### config.mk
export PLATFORM = sky130hd
export DESIGN_NAME = piecewise_linear_warp_map
export DESIGN_NICKNAME = d
export VERILOG_FILES = /design/src/design/pwlw_pkg.sv /design/src/design/pwlw_table.sv /design/src/design/pwlw_mul.sv /design/src/design/pwlw_div.sv /design/src/design/piecewise_linear_warp_map.sv
export SDC_FILE = /design/constraint.sdc
export NUM_CORES = 2
export LEC_CHECK = 0
export BUFFER_PORTS_ARGS = -buffer_cell sky130_fd_sc_hd__buf_2
export CORE_MARGIN = 3
export CORE_UTILIZATION = 40
export CTS_BUF_LIST = sky130_fd_sc_hd__clkbuf_8 sky130_fd_sc_hd__clkbuf_16
export DETAILED_ROUTE_END_ITERATION = 8
export PLACE_DENSITY = 0.53
export SYNTH_ARGS = -nofsm -noshare
export SYNTH_HDL_FRONTEND = slang
export SYNTH_SLANG_ARGS = --single-unit
export TNS_END_PERCENT = 50
### constraint.sdc
create_clock -name clk -period 17.2 [get_ports clk]
set_input_delay 0.86 -clock clk [delete_from_list [all_inputs] [get_ports clk]]
set_output_delay 0.86 -clock clk [all_outputs]
set_load 0.01 [all_outputs]
### src/design/pwlw_pkg.sv
`timescale 1ns / 1ps
package pwlw_pkg;

    localparam int MAX_ANCHORS = 16;
    localparam int IDX_W       = $clog2(MAX_ANCHORS);
    localparam int CNT_W       = $clog2(MAX_ANCHORS + 1);
    localparam int FRAC_BITS   = 16;
    localparam int TICK_BITS   = 32;
    localparam int POS_W       = 48;
    // offset from the segment start, one bit above a position
    localparam int D_W         = POS_W + 1;
    // offset times slope numerator
    localparam int PROD_W      = D_W + TICK_BITS;
    localparam int WIDE_W      = PROD_W + 1;

    localparam logic [1:0] OP_LOAD    = 2'd0;
    localparam logic [1:0] OP_FORWARD = 2'd1;
    localparam logic [1:0] OP_INVERSE = 2'd2;
    localparam logic [1:0] OP_CLEAR   = 2'd3;

    localparam logic [1:0] ST_OK        = 2'd0;
    localparam logic [1:0] ST_DROPPED   = 2'd1;
    localparam logic [1:0] ST_FULL      = 2'd2;
    localparam logic [1:0] ST_SATURATED = 2'd3;

    localparam logic [0:0] REG_NUMERATOR   = 1'b0;
    localparam logic [0:0] REG_DENOMINATOR = 1'b1;

endpackage

### src/design/pwlw_table.sv
`timescale 1ns / 1ps
module pwlw_table
    import pwlw_pkg::*;
(
    input  logic                 clk,
    input  logic                 wr_en,
    input  logic [IDX_W-1:0]     wr_addr,
    input  logic [TICK_BITS-1:0] wr_source,
    input  logic [TICK_BITS-1:0] wr_target,
    input  logic [IDX_W-1:0]     rd_addr,
    output logic [TICK_BITS-1:0] rd_source,
    output logic [TICK_BITS-1:0] rd_target
);

    logic [TICK_BITS-1:0] source_reg [MAX_ANCHORS];
    logic [TICK_BITS-1:0] target_reg [MAX_ANCHORS];

    // anchor append
    always_ff @(posedge clk)
    begin
        if (wr_en)
        begin
            source_reg[wr_addr] <= wr_source;
            target_reg[wr_addr] <= wr_target;
        end
    end

    // single read port
    assign rd_source = source_reg[rd_addr];
    assign rd_target = target_reg[rd_addr];

endmodule

### src/design/pwlw_mul.sv
`timescale 1ns / 1ps
module pwlw_mul
    import pwlw_pkg::*;
(
    input  logic                 clk,
    input  logic                 rst_n,
    input  logic                 start,
    input  logic [D_W-1:0]       mcand,
    input  logic [TICK_BITS-1:0] mplier,
    output logic                 done,
    output logic [PROD_W-1:0]    product
);

    localparam int HI_W  = D_W + 1;
    localparam int CNT_B = $clog2(TICK_BITS);

    logic [HI_W+TICK_BITS-1:0] p_reg;
    logic [D_W-1:0]            mcand_reg;
    logic [CNT_B-1:0]          cnt_reg;
    logic                      busy_reg;
    logic                      done_reg;
    logic [HI_W-1:0]           sum;

    // one add per multiplier bit, then shift right
    assign sum = p_reg[HI_W+TICK_BITS-1:TICK_BITS]
               + (p_reg[0] ? {1'b0, mcand_reg} : {HI_W{1'b0}});

    always_ff @(posedge clk or negedge rst_n)
    begin
        if (!rst_n)
        begin
            busy_reg <= 1'b0;
            done_reg <= 1'b0;
            cnt_reg  <= '0;
        end
        else
        begin
            done_reg <= 1'b0;
            if (start)
            begin
                p_reg     <= {{HI_W{1'b0}}, mplier};
                mcand_reg <= mcand;
                cnt_reg   <= CNT_B'(TICK_BITS - 1);
                busy_reg  <= 1'b1;
            end
            else if (busy_reg)
            begin
                p_reg   <= {1'b0, sum, p_reg[TICK_BITS-1:1]};
                cnt_reg <= cnt_reg - 1'b1;
                if (cnt_reg == '0)
                begin
                    busy_reg <= 1'b0;
                    done_reg <= 1'b1;
                end
            end
        end
    end

    assign done    = done_reg;
    assign product = p_reg[PROD_W-1:0];

endmodule

### src/design/pwlw_div.sv
`timescale 1ns / 1ps
module pwlw_div
    import pwlw_pkg::*;
(
    input  logic                 clk,
    input  logic                 rst_n,
    input  logic                 start,
    input  logic [PROD_W-1:0]    num,
    input  logic [TICK_BITS-1:0] den,
    output logic                 done,
    output logic [PROD_W-1:0]    quot,
    output logic [TICK_BITS-1:0] rem
);

    localparam int CNT_B = $clog2(PROD_W);

    logic [PROD_W-1:0]    n_reg;
    logic [TICK_BITS-1:0] r_reg;
    logic [TICK_BITS-1:0] d_reg;
    logic [CNT_B-1:0]     cnt_reg;
    logic                 busy_reg;
    logic                 done_reg;
    logic [TICK_BITS:0]   trial;
    logic                 ge;
    logic [TICK_BITS:0]   diff;

    // restoring step: one quotient bit per cycle
    assign trial = {r_reg, n_reg[PROD_W-1]};
    assign ge    = trial >= {1'b0, d_reg};
    assign diff  = trial - {1'b0, d_reg};

    always_ff @(posedge clk or negedge rst_n)
    begin
        if (!rst_n)
        begin
            busy_reg <= 1'b0;
            done_reg <= 1'b0;
            cnt_reg  <= '0;
        end
        else
        begin
            done_reg <= 1'b0;
            if (start)
            begin
                n_reg    <= num;
                d_reg    <= den;
                r_reg    <= '0;
                cnt_reg  <= CNT_B'(PROD_W - 1);
                busy_reg <= 1'b1;
            end
            else if (busy_reg)
            begin
                r_reg   <= ge ? diff[TICK_BITS-1:0] : trial[TICK_BITS-1:0];
                n_reg   <= {n_reg[PROD_W-2:0], ge};
                cnt_reg <= cnt_reg - 1'b1;
                if (cnt_reg == '0)
                begin
                    busy_reg <= 1'b0;
                    done_reg <= 1'b1;
                end
            end
        end
    end

    assign done = done_reg;
    assign quot = n_reg;
    assign rem  = r_reg;

endmodule

### src/design/piecewise_linear_warp_map.sv
`timescale 1ns / 1ps
// A clear offers its result beat in the cycle after the input beat; a load passes
// through S_LOAD before S_OUT. A query steps through the segment search, the
// previous anchor, setup, the shift-add multiply, the restoring divide and the
// final add. One beat in flight: the input stalls until the result beat is
// taken, and the next input beat is accepted in the cycle after that.
// Reset (rst_n, async, low) empties the anchor table and sets both stretch registers to 1.
module piecewise_linear_warp_map
    import pwlw_pkg::*;
(
    input  logic                 clk,
    input  logic                 rst_n,
    input  logic                 cfg_valid,
    output logic                 cfg_ready,
    input  logic [0:0]           cfg_index,
    input  logic [31:0]          cfg_data,
    input  logic                 in_valid,
    output logic                 in_stall,
    input  logic [1:0]           operation,
    input  logic [TICK_BITS-1:0] anchor_source,
    input  logic [TICK_BITS-1:0] anchor_target,
    input  logic signed [POS_W-1:0] position,
    output logic                 out_valid,
    input  logic                 out_stall,
    output logic signed [POS_W-1:0] mapped_position,
    output logic [4:0]           segment_index,
    output logic                 inexact,
    output logic [1:0]           status
);

    typedef enum logic [3:0] {
        S_IDLE, S_LOAD, S_SEARCH, S_PREV, S_SETUP, S_MUL, S_DIV, S_FINAL, S_OUT
    } state_t;

    localparam logic [WIDE_W-1:0] POS_LIMIT = WIDE_W'((64'd1 << (POS_W - 1)) - 1);
    localparam logic [WIDE_W-1:0] NEG_LIMIT = WIDE_W'(64'd1 << (POS_W - 1));

    state_t               state_reg;
    logic [31:0]          num_reg, den_reg;
    logic [CNT_W-1:0]     count_reg;
    logic [CNT_W-1:0]     k_reg;
    logic                 fwd_reg;
    logic                 neg_reg;
    logic [POS_W-1:0]     mag_reg;
    logic [TICK_BITS-1:0] src_in_reg, tgt_in_reg;
    logic [TICK_BITS-1:0] hi_key_reg, hi_val_reg, lo_key_reg, lo_val_reg;
    logic                 dneg_reg;
    logic [PROD_W-1:0]    prod_reg;
    logic [POS_W-1:0]     out_pos_reg;
    logic [4:0]           out_seg_reg;
    logic                 out_inex_reg;
    logic [1:0]           out_st_reg;

    logic [IDX_W-1:0]     rd_addr;
    logic [TICK_BITS-1:0] rd_source, rd_target, rd_key, rd_val;
    logic                 wr_en;
    logic                 mul_start_reg, mul_done, div_start_reg, div_done;
    logic [D_W-1:0]       d_next;
    logic [TICK_BITS-1:0] f_next, g_next;
    logic [D_W-1:0]       d_reg;
    logic [TICK_BITS-1:0] f_reg, g_reg;
    logic [PROD_W-1:0]    product, quot;
    logic [TICK_BITS-1:0] rem;
    logic                 key_hit;
    logic                 load_drop;
    logic [POS_W-1:0]     a_pos, b_pos;
    logic [WIDE_W-1:0]    q_ext, b_ext, res_pos, q_up, res_neg;
    logic [POS_W-1:0]     fin_pos;
    logic                 fin_sat;
    logic [POS_W-1:0]     mag_in;

    assign cfg_ready = 1'b1;
    assign in_stall  = (state_reg != S_IDLE);
    assign out_valid = (state_reg == S_OUT);

    // table read address follows the sequencer step
    always_comb
    begin
        unique case (state_reg)
            S_PREV:  rd_addr = IDX_W'(k_reg - 1'b1);
            S_LOAD:  rd_addr = IDX_W'(count_reg - 1'b1);
            default: rd_addr = k_reg[IDX_W-1:0];
        endcase
    end

    assign rd_key = fwd_reg ? rd_source : rd_target;
    assign rd_val = fwd_reg ? rd_target : rd_source;

    // append rule: strictly above the last point in both coordinates
    assign load_drop = (count_reg != '0)
                     ? ((src_in_reg <= rd_source) || (tgt_in_reg <= rd_target))
                     : ((src_in_reg == '0) || (tgt_in_reg == '0));
    assign wr_en = (state_reg == S_LOAD) && !load_drop
                 && (count_reg < CNT_W'(MAX_ANCHORS));

    pwlw_table u_table (
        .clk       (clk),
        .wr_en     (wr_en),
        .wr_addr   (count_reg[IDX_W-1:0]),
        .wr_source (src_in_reg),
        .wr_target (tgt_in_reg),
        .rd_addr   (rd_addr),
        .rd_source (rd_source),
        .rd_target (rd_target)
    );

    // search compare: position at or past this anchor
    assign key_hit = (k_reg < count_reg) && !neg_reg
                   && (mag_reg >= {rd_key, FRAC_BITS'(0)});

    // segment slope and offset
    assign a_pos = {lo_key_reg, FRAC_BITS'(0)};
    always_comb
    begin
        if (k_reg >= count_reg)
        begin
            f_next = fwd_reg ? num_reg : den_reg;
            g_next = fwd_reg ? den_reg : num_reg;
        end
        else
        begin
            f_next = hi_val_reg - lo_val_reg;
            g_next = hi_key_reg - lo_key_reg;
        end
        if (neg_reg)
            d_next = {1'b0, mag_reg} + {1'b0, a_pos};
        else if (mag_reg >= a_pos)
            d_next = {1'b0, mag_reg} - {1'b0, a_pos};
        else
            d_next = {1'b0, a_pos} - {1'b0, mag_reg};
    end

    pwlw_mul u_mul (
        .clk     (clk),
        .rst_n   (rst_n),
        .start   (mul_start_reg),
        .mcand   (d_reg),
        .mplier  (f_reg),
        .done    (mul_done),
        .product (product)
    );

    pwlw_div u_div (
        .clk   (clk),
        .rst_n (rst_n),
        .start (div_start_reg),
        .num   (prod_reg),
        .den   (g_reg),
        .done  (div_done),
        .quot  (quot),
        .rem   (rem)
    );

    // final add or subtract with saturation
    assign b_pos   = {lo_val_reg, FRAC_BITS'(0)};
    assign q_ext   = {1'b0, quot};
    assign b_ext   = WIDE_W'(b_pos);
    assign res_pos = b_ext + q_ext;
    assign q_up    = q_ext + WIDE_W'(rem != '0);
    assign res_neg = (q_up > b_ext) ? (q_up - b_ext) : (b_ext - q_up);
    always_comb
    begin
        if (!dneg_reg)
        begin
            fin_sat = res_pos > POS_LIMIT;
            fin_pos = fin_sat ? POS_LIMIT[POS_W-1:0] : res_pos[POS_W-1:0];
        end
        else if (q_up > b_ext)
        begin
            fin_sat = res_neg > NEG_LIMIT;
            fin_pos = fin_sat ? NEG_LIMIT[POS_W-1:0] : POS_W'(0) - res_neg[POS_W-1:0];
        end
        else
        begin
            fin_sat = res_neg > POS_LIMIT;
            fin_pos = fin_sat ? POS_LIMIT[POS_W-1:0] : res_neg[POS_W-1:0];
        end
    end

    assign mag_in = position[POS_W-1] ? (POS_W'(0) - position) : position;

    // sequencer
    always_ff @(posedge clk or negedge rst_n)
    begin
        if (!rst_n)
        begin
            state_reg     <= S_IDLE;
            count_reg     <= '0;
            num_reg       <= 32'd1;
            den_reg       <= 32'd1;
            mul_start_reg <= 1'b0;
            div_start_reg <= 1'b0;
        end
        else
        begin
            mul_start_reg <= 1'b0;
            div_start_reg <= 1'b0;
            if (cfg_valid)
            begin
                unique case (cfg_index)
                    REG_NUMERATOR:   num_reg <= (cfg_data == '0) ? 32'd1 : cfg_data;
                    REG_DENOMINATOR: den_reg <= (cfg_data == '0) ? 32'd1 : cfg_data;
                    default:         num_reg <= num_reg;
                endcase
            end
            unique case (state_reg)
                S_IDLE:
                begin
                    if (in_valid)
                    begin
                        src_in_reg <= anchor_source;
                        tgt_in_reg <= anchor_target;
                        fwd_reg    <= (operation == OP_FORWARD);
                        neg_reg    <= position[POS_W-1];
                        mag_reg    <= mag_in;
                        k_reg      <= '0;
                        unique case (operation)
                            OP_LOAD:
                                state_reg <= S_LOAD;
                            OP_CLEAR:
                            begin
                                count_reg    <= '0;
                                out_pos_reg  <= '0;
                                out_seg_reg  <= '0;
                                out_inex_reg <= 1'b0;
                                out_st_reg   <= ST_OK;
                                state_reg    <= S_OUT;
                            end
                            default:
                                state_reg <= S_SEARCH;
                        endcase
                    end
                end
                S_LOAD:
                begin
                    out_pos_reg  <= '0;
                    out_inex_reg <= 1'b0;
                    if (load_drop)
                    begin
                        out_st_reg  <= ST_DROPPED;
                        out_seg_reg <= 5'(count_reg);
                    end
                    else if (!wr_en)
                    begin
                        out_st_reg  <= ST_FULL;
                        out_seg_reg <= 5'(count_reg);
                    end
                    else
                    begin
                        out_st_reg  <= ST_OK;
                        out_seg_reg <= 5'(count_reg + 1'b1);
                        count_reg   <= count_reg + 1'b1;
                    end
                    state_reg <= S_OUT;
                end
                S_SEARCH:
                begin
                    if (key_hit)
                        k_reg <= k_reg + 1'b1;
                    else
                    begin
                        hi_key_reg <= rd_key;
                        hi_val_reg <= rd_val;
                        state_reg  <= S_PREV;
                    end
                end
                S_PREV:
                begin
                    lo_key_reg <= (k_reg == '0) ? '0 : rd_key;
                    lo_val_reg <= (k_reg == '0) ? '0 : rd_val;
                    state_reg  <= S_SETUP;
                end
                S_SETUP:
                begin
                    d_reg         <= d_next;
                    f_reg         <= f_next;
                    g_reg         <= (g_next == '0) ? TICK_BITS'(1) : g_next;
                    dneg_reg      <= neg_reg || (mag_reg < a_pos);
                    mul_start_reg <= 1'b1;
                    state_reg     <= S_MUL;
                end
                S_MUL:
                begin
                    if (mul_done)
                    begin
                        prod_reg      <= product;
                        div_start_reg <= 1'b1;
                        state_reg     <= S_DIV;
                    end
                end
                S_DIV:
                begin
                    if (div_done)
                        state_reg <= S_FINAL;
                end
                S_FINAL:
                begin
                    out_pos_reg  <= fin_pos;
                    out_seg_reg  <= 5'(k_reg);
                    out_inex_reg <= !fin_sat && (rem != '0);
                    out_st_reg   <= fin_sat ? ST_SATURATED : ST_OK;
                    state_reg    <= S_OUT;
                end
                S_OUT:
                begin
                    if (!out_stall)
                        state_reg <= S_IDLE;
                end
                default:
                    state_reg <= S_IDLE;
            endcase
        end
    end

    assign mapped_position = out_pos_reg;
    assign segment_index   = out_seg_reg;
    assign inexact         = out_inex_reg;
    assign status          = out_st_reg;

endmodule
==> out/qor.txt <==
final setup fails: 0
Sink Count: 1,889
Worst slew margin: 6.76%
placed cell areas: 0.105 mm^2
Hold WS: 157 ps
layout cell share with drive strength beyond 1: 10.8%
Crit. End Element: flip-flop
Comb pwr share: 36.6%
top post-synthesis cells by area: edfxtp_1 (54%), ha_1 (5.7%), nand2_1 (3.4%)
maxcap violations: 0
area grow syn2layout: 11.8%
final hold violation count: 0
CTS tree: done
fin area: 0.112 mm^2
setup_tns: 0 ps
Yosys top cell by area: edfxtp_1
Fmax: 88.9 MHz
Final Skew: 76.2 ps
#FFs+latches synth: 1,889
clock latency at the later pin of the worst-skew pair: 870 ps
Hold Path Depth: 1
floorplan core area: 0.249 mm^2
DR WL/cell: 26.9 um
FF-to-FF path depth: 32
Post-synth EDFFs: 1,798
worst slew pin tran: 1360 ps
Leakage: 40.7 nW
post-CTS setup buffers: 0
DR vias/cell: 5.81
Die H: 508 um
CP max FO: 52
syn_area_per_cell: 11.4 um^2
max incr delay on CP: 820 ps
Pint: 0.0103 W
Final Power: 0.0166 W
Ys Warns: 0
Top cell by count, worst path: buf_4
Pre-antenna DRT Iters: 6
gr ovfl total: 0
I/O pin count: 211
die width: 508 um
Tightest Hold Check Type: in2reg
DP HPWL: 235,000 um
Worst Path Required: 17,860 ps
reg2reg start: u_div.rem[19]
syn nets: 9,422
PortBufs: 209
Core Rows: 183
CTS Root Cell: clkbuf_16
Total GRT Usage: 25.4%
vias in the first global route: 69,977
worst-case hold path end point: tgt_in_reg[23]
cell count after synthesis: 8,806
largest net degree at the start of global routing: 161
vias: 72,122
Initial Util: 40.4%
Setup Crit Path Kind: reg2reg
top cell type's share of synthesized area: 53.7%
clock network power share: 27.3%
Async S/R FF share, synth: 4.82%
final worst-path cycle share: 65.4%
critical path launch point type: flip-flop
Switching Share: 38.0%
register area share after synthesis: 55.9%
DRT iter0 DRCs: 6,392
GP Congestion: 0.950
Slew Limit Fails: 0
sequential share of power: 36.1%
DRT antenna net count: 0
Fillers: 22,984
Reg clk slew, reported paths: 70 ps
H-tree level count: 4
reg-to-reg slack, setup: 5950 ps
worst r2r dst: mapped_position[14]
Main synth FF type: edfxtp_1
first-pass GRT wire length: 486,000 um
outcome: finished clean
unrepaired setup endpoints after global routing: no
Mapped Area: 0.101 mm^2
P per Cell Area: 148 mW/mm^2
VDD IR max: 0.000153 V
initial antenna violation count: 18
total CTS buffers: 206
Clock Tree Buf Depth: 3
Critical Path Slowest Stage Cell: nor4_2
hold_sp: anchor_target[23]
Tmin final: 11,250 ps
nets: 9,506
CP arrival: 11,910 ps
Crit. Startpoint: u_div.rem[19]
Sw Pwr: 0.00631 W
DR DRC count: 0
final wirelength: 334,000 um
Die ar.: 0.258 mm^2
number of distinct library cells after synthesis: 99
-- worst max-delay path, delay by kind of cell (launching register included) --
| family | cells | cell delay, ps |
|---|---|---|
| simple gates | 16 | 5000 |
| compound gates | 8 | 2730 |
| buf+inv | 4 | 1440 |
| fa+ha+maj | 3 | 1170 |
| flops | 1 | 400 |
| xor+xnor | 1 | 170 |
-- per-layer routing --
layer  GRT usage, %  up-vias  share of wire (%)
li1               -    33324                  -
met4           11.3        4                5.2
met5              0        -             0.0096
met1           33.3    36150                 42
met2           42.4     2110                 48
met3           2.71      534                4.3
-- kinds of logic (layout without fill, tap and decap cells) --
group | count (synthesis) | count (layout) | share of synthesized area (%)
compound gates | 2221 | 2221 | 14.8
other cells | 1 | 15 | 0.00373
simple gates | 2686 | 2686 | 13.3
mux | 359 | 359 | 3.78
fa+ha+maj | 464 | 464 | 5.83
buf+inv | 800 | 1059 | 3.03
flops | 1889 | 1889 | 55.9
xor+xnor | 386 | 386 | 3.36
-- how the worst max path moves through the flow --
stage,to,slack (ps),depth (start not counted)
after floorplan,u_table.source_reg[3][0],6590,31
after detailed placement,mapped_position[14],6200,32
after global placement,mapped_position[14],6540,32
after CTS,mapped_position[14],6130,32
final,mapped_position[14],5950,32
after global routing,mapped_position[14],5280,32
-- power by group through the flow --
stage	sequential, W	combinational [W]	clock [W]
after floorplan	0.00596	0.00382	0
after global placement	0.00609	0.00603	0
after detailed placement	0.00610	0.00608	0
after CTS	0.00600	0.00611	0.00463
after global routing	0.00603	0.00662	0.00482
final	0.00600	0.00608	0.00453
-- metrics by stage --
| stage | cells | setup slack [ps] | utilization [%] |
|---|---|---|---|
| 2_1_floorplan | 8806 | 6590 | - |
| 3_3_place_gp | 12011 | 6540 | 42.3 |
| 3_5_place_dp | 12011 | 6200 | 42.3 |
| 4_1_cts | 12395 | 6130 | 45.1 |
| 5_1_grt | 12398 | 5280 | 45.1 |
| 6_report | 12409 | 5950 | 45.1 |
-- final cells by class --
type | instances | area (um^2) | share of cell area [%]
clock inverters | 171 | 1680 | 1.49
well taps | 3330 | 4170 | 3.70
diodes | 14 | 35.0 | 0.0312
multi-input cells | 6117 | 41600 | 37.0
clock buffers | 212 | 5280 | 4.70
flip-flops and latches | 1889 | 56300 | 50.0
inverters | 322 | 1210 | 1.07
repair buffers | 354 | 2220 | 1.97
-- timing repair --
action                                  CTS  global route
hold endpoints to repair                 19             0
endpoints found under the setup margin    0             0
hold buffers                              1             0
gates resized for setup                   0             0
-- cells in the mapped netlist, types with 13 or more instances --
cell type and count:
edfxtp_1 1798, nand2_1 917, a21oi_1 474, ha_1 456, nor2_1 430, clkbuf_1 410
and2_1 396, a211oi_1 388, o21ai_0 358, inv_1 322, xnor2_1 267, a21o_1 215
mux2i_1 187, a31oi_1 180, mux2_2 172, nor3_1 148, nand3_1 136, a311oi_1 135
nand4_1 119, xor2_1 119, nor4_1 95, dfrtp_1 89, nand2b_1 84, nor2b_1 74
and3_1 64, o21a_1 60, o21bai_1 58, buf_1 44, or3_1 42, a22o_1 38
o31ai_1 38, o211ai_1 37, or2_2 34, or4_1 32, and2_0 25, o22ai_1 24
and4_1 22, a21boi_0 21, buf_2 20, a221oi_1 17, o41ai_1 15, a2111oi_0 13
a211o_1 13, o2111ai_1 13
-- cells in the final DEF, fill, tap and decap left out, drive strengths merged, types with 35 or more instances in the layout --
cell / n
and2: 421
nand4: 122
a22o: 38
clkinv: 97
o21a: 60
dfrtp: 89
a211oi: 390
xnor2: 267
a21o: 215
o21bai: 58
nor4: 101
inv: 361
nor2: 431
xor2: 119
o211ai: 37
buf: 352
mux2: 172
ha: 456
and3: 64
or2: 35
o21ai: 364
clkbuf: 213
a21oi: 475
o31ai: 38
or3: 42
a311oi: 135
a31oi: 180
nor3: 148
edfxtp: 1798
nand2b: 84
mux2i: 187
nand3: 139
nor2b: 74
nand2: 917
No activity file was read; power rests on OpenSTA's default activity.
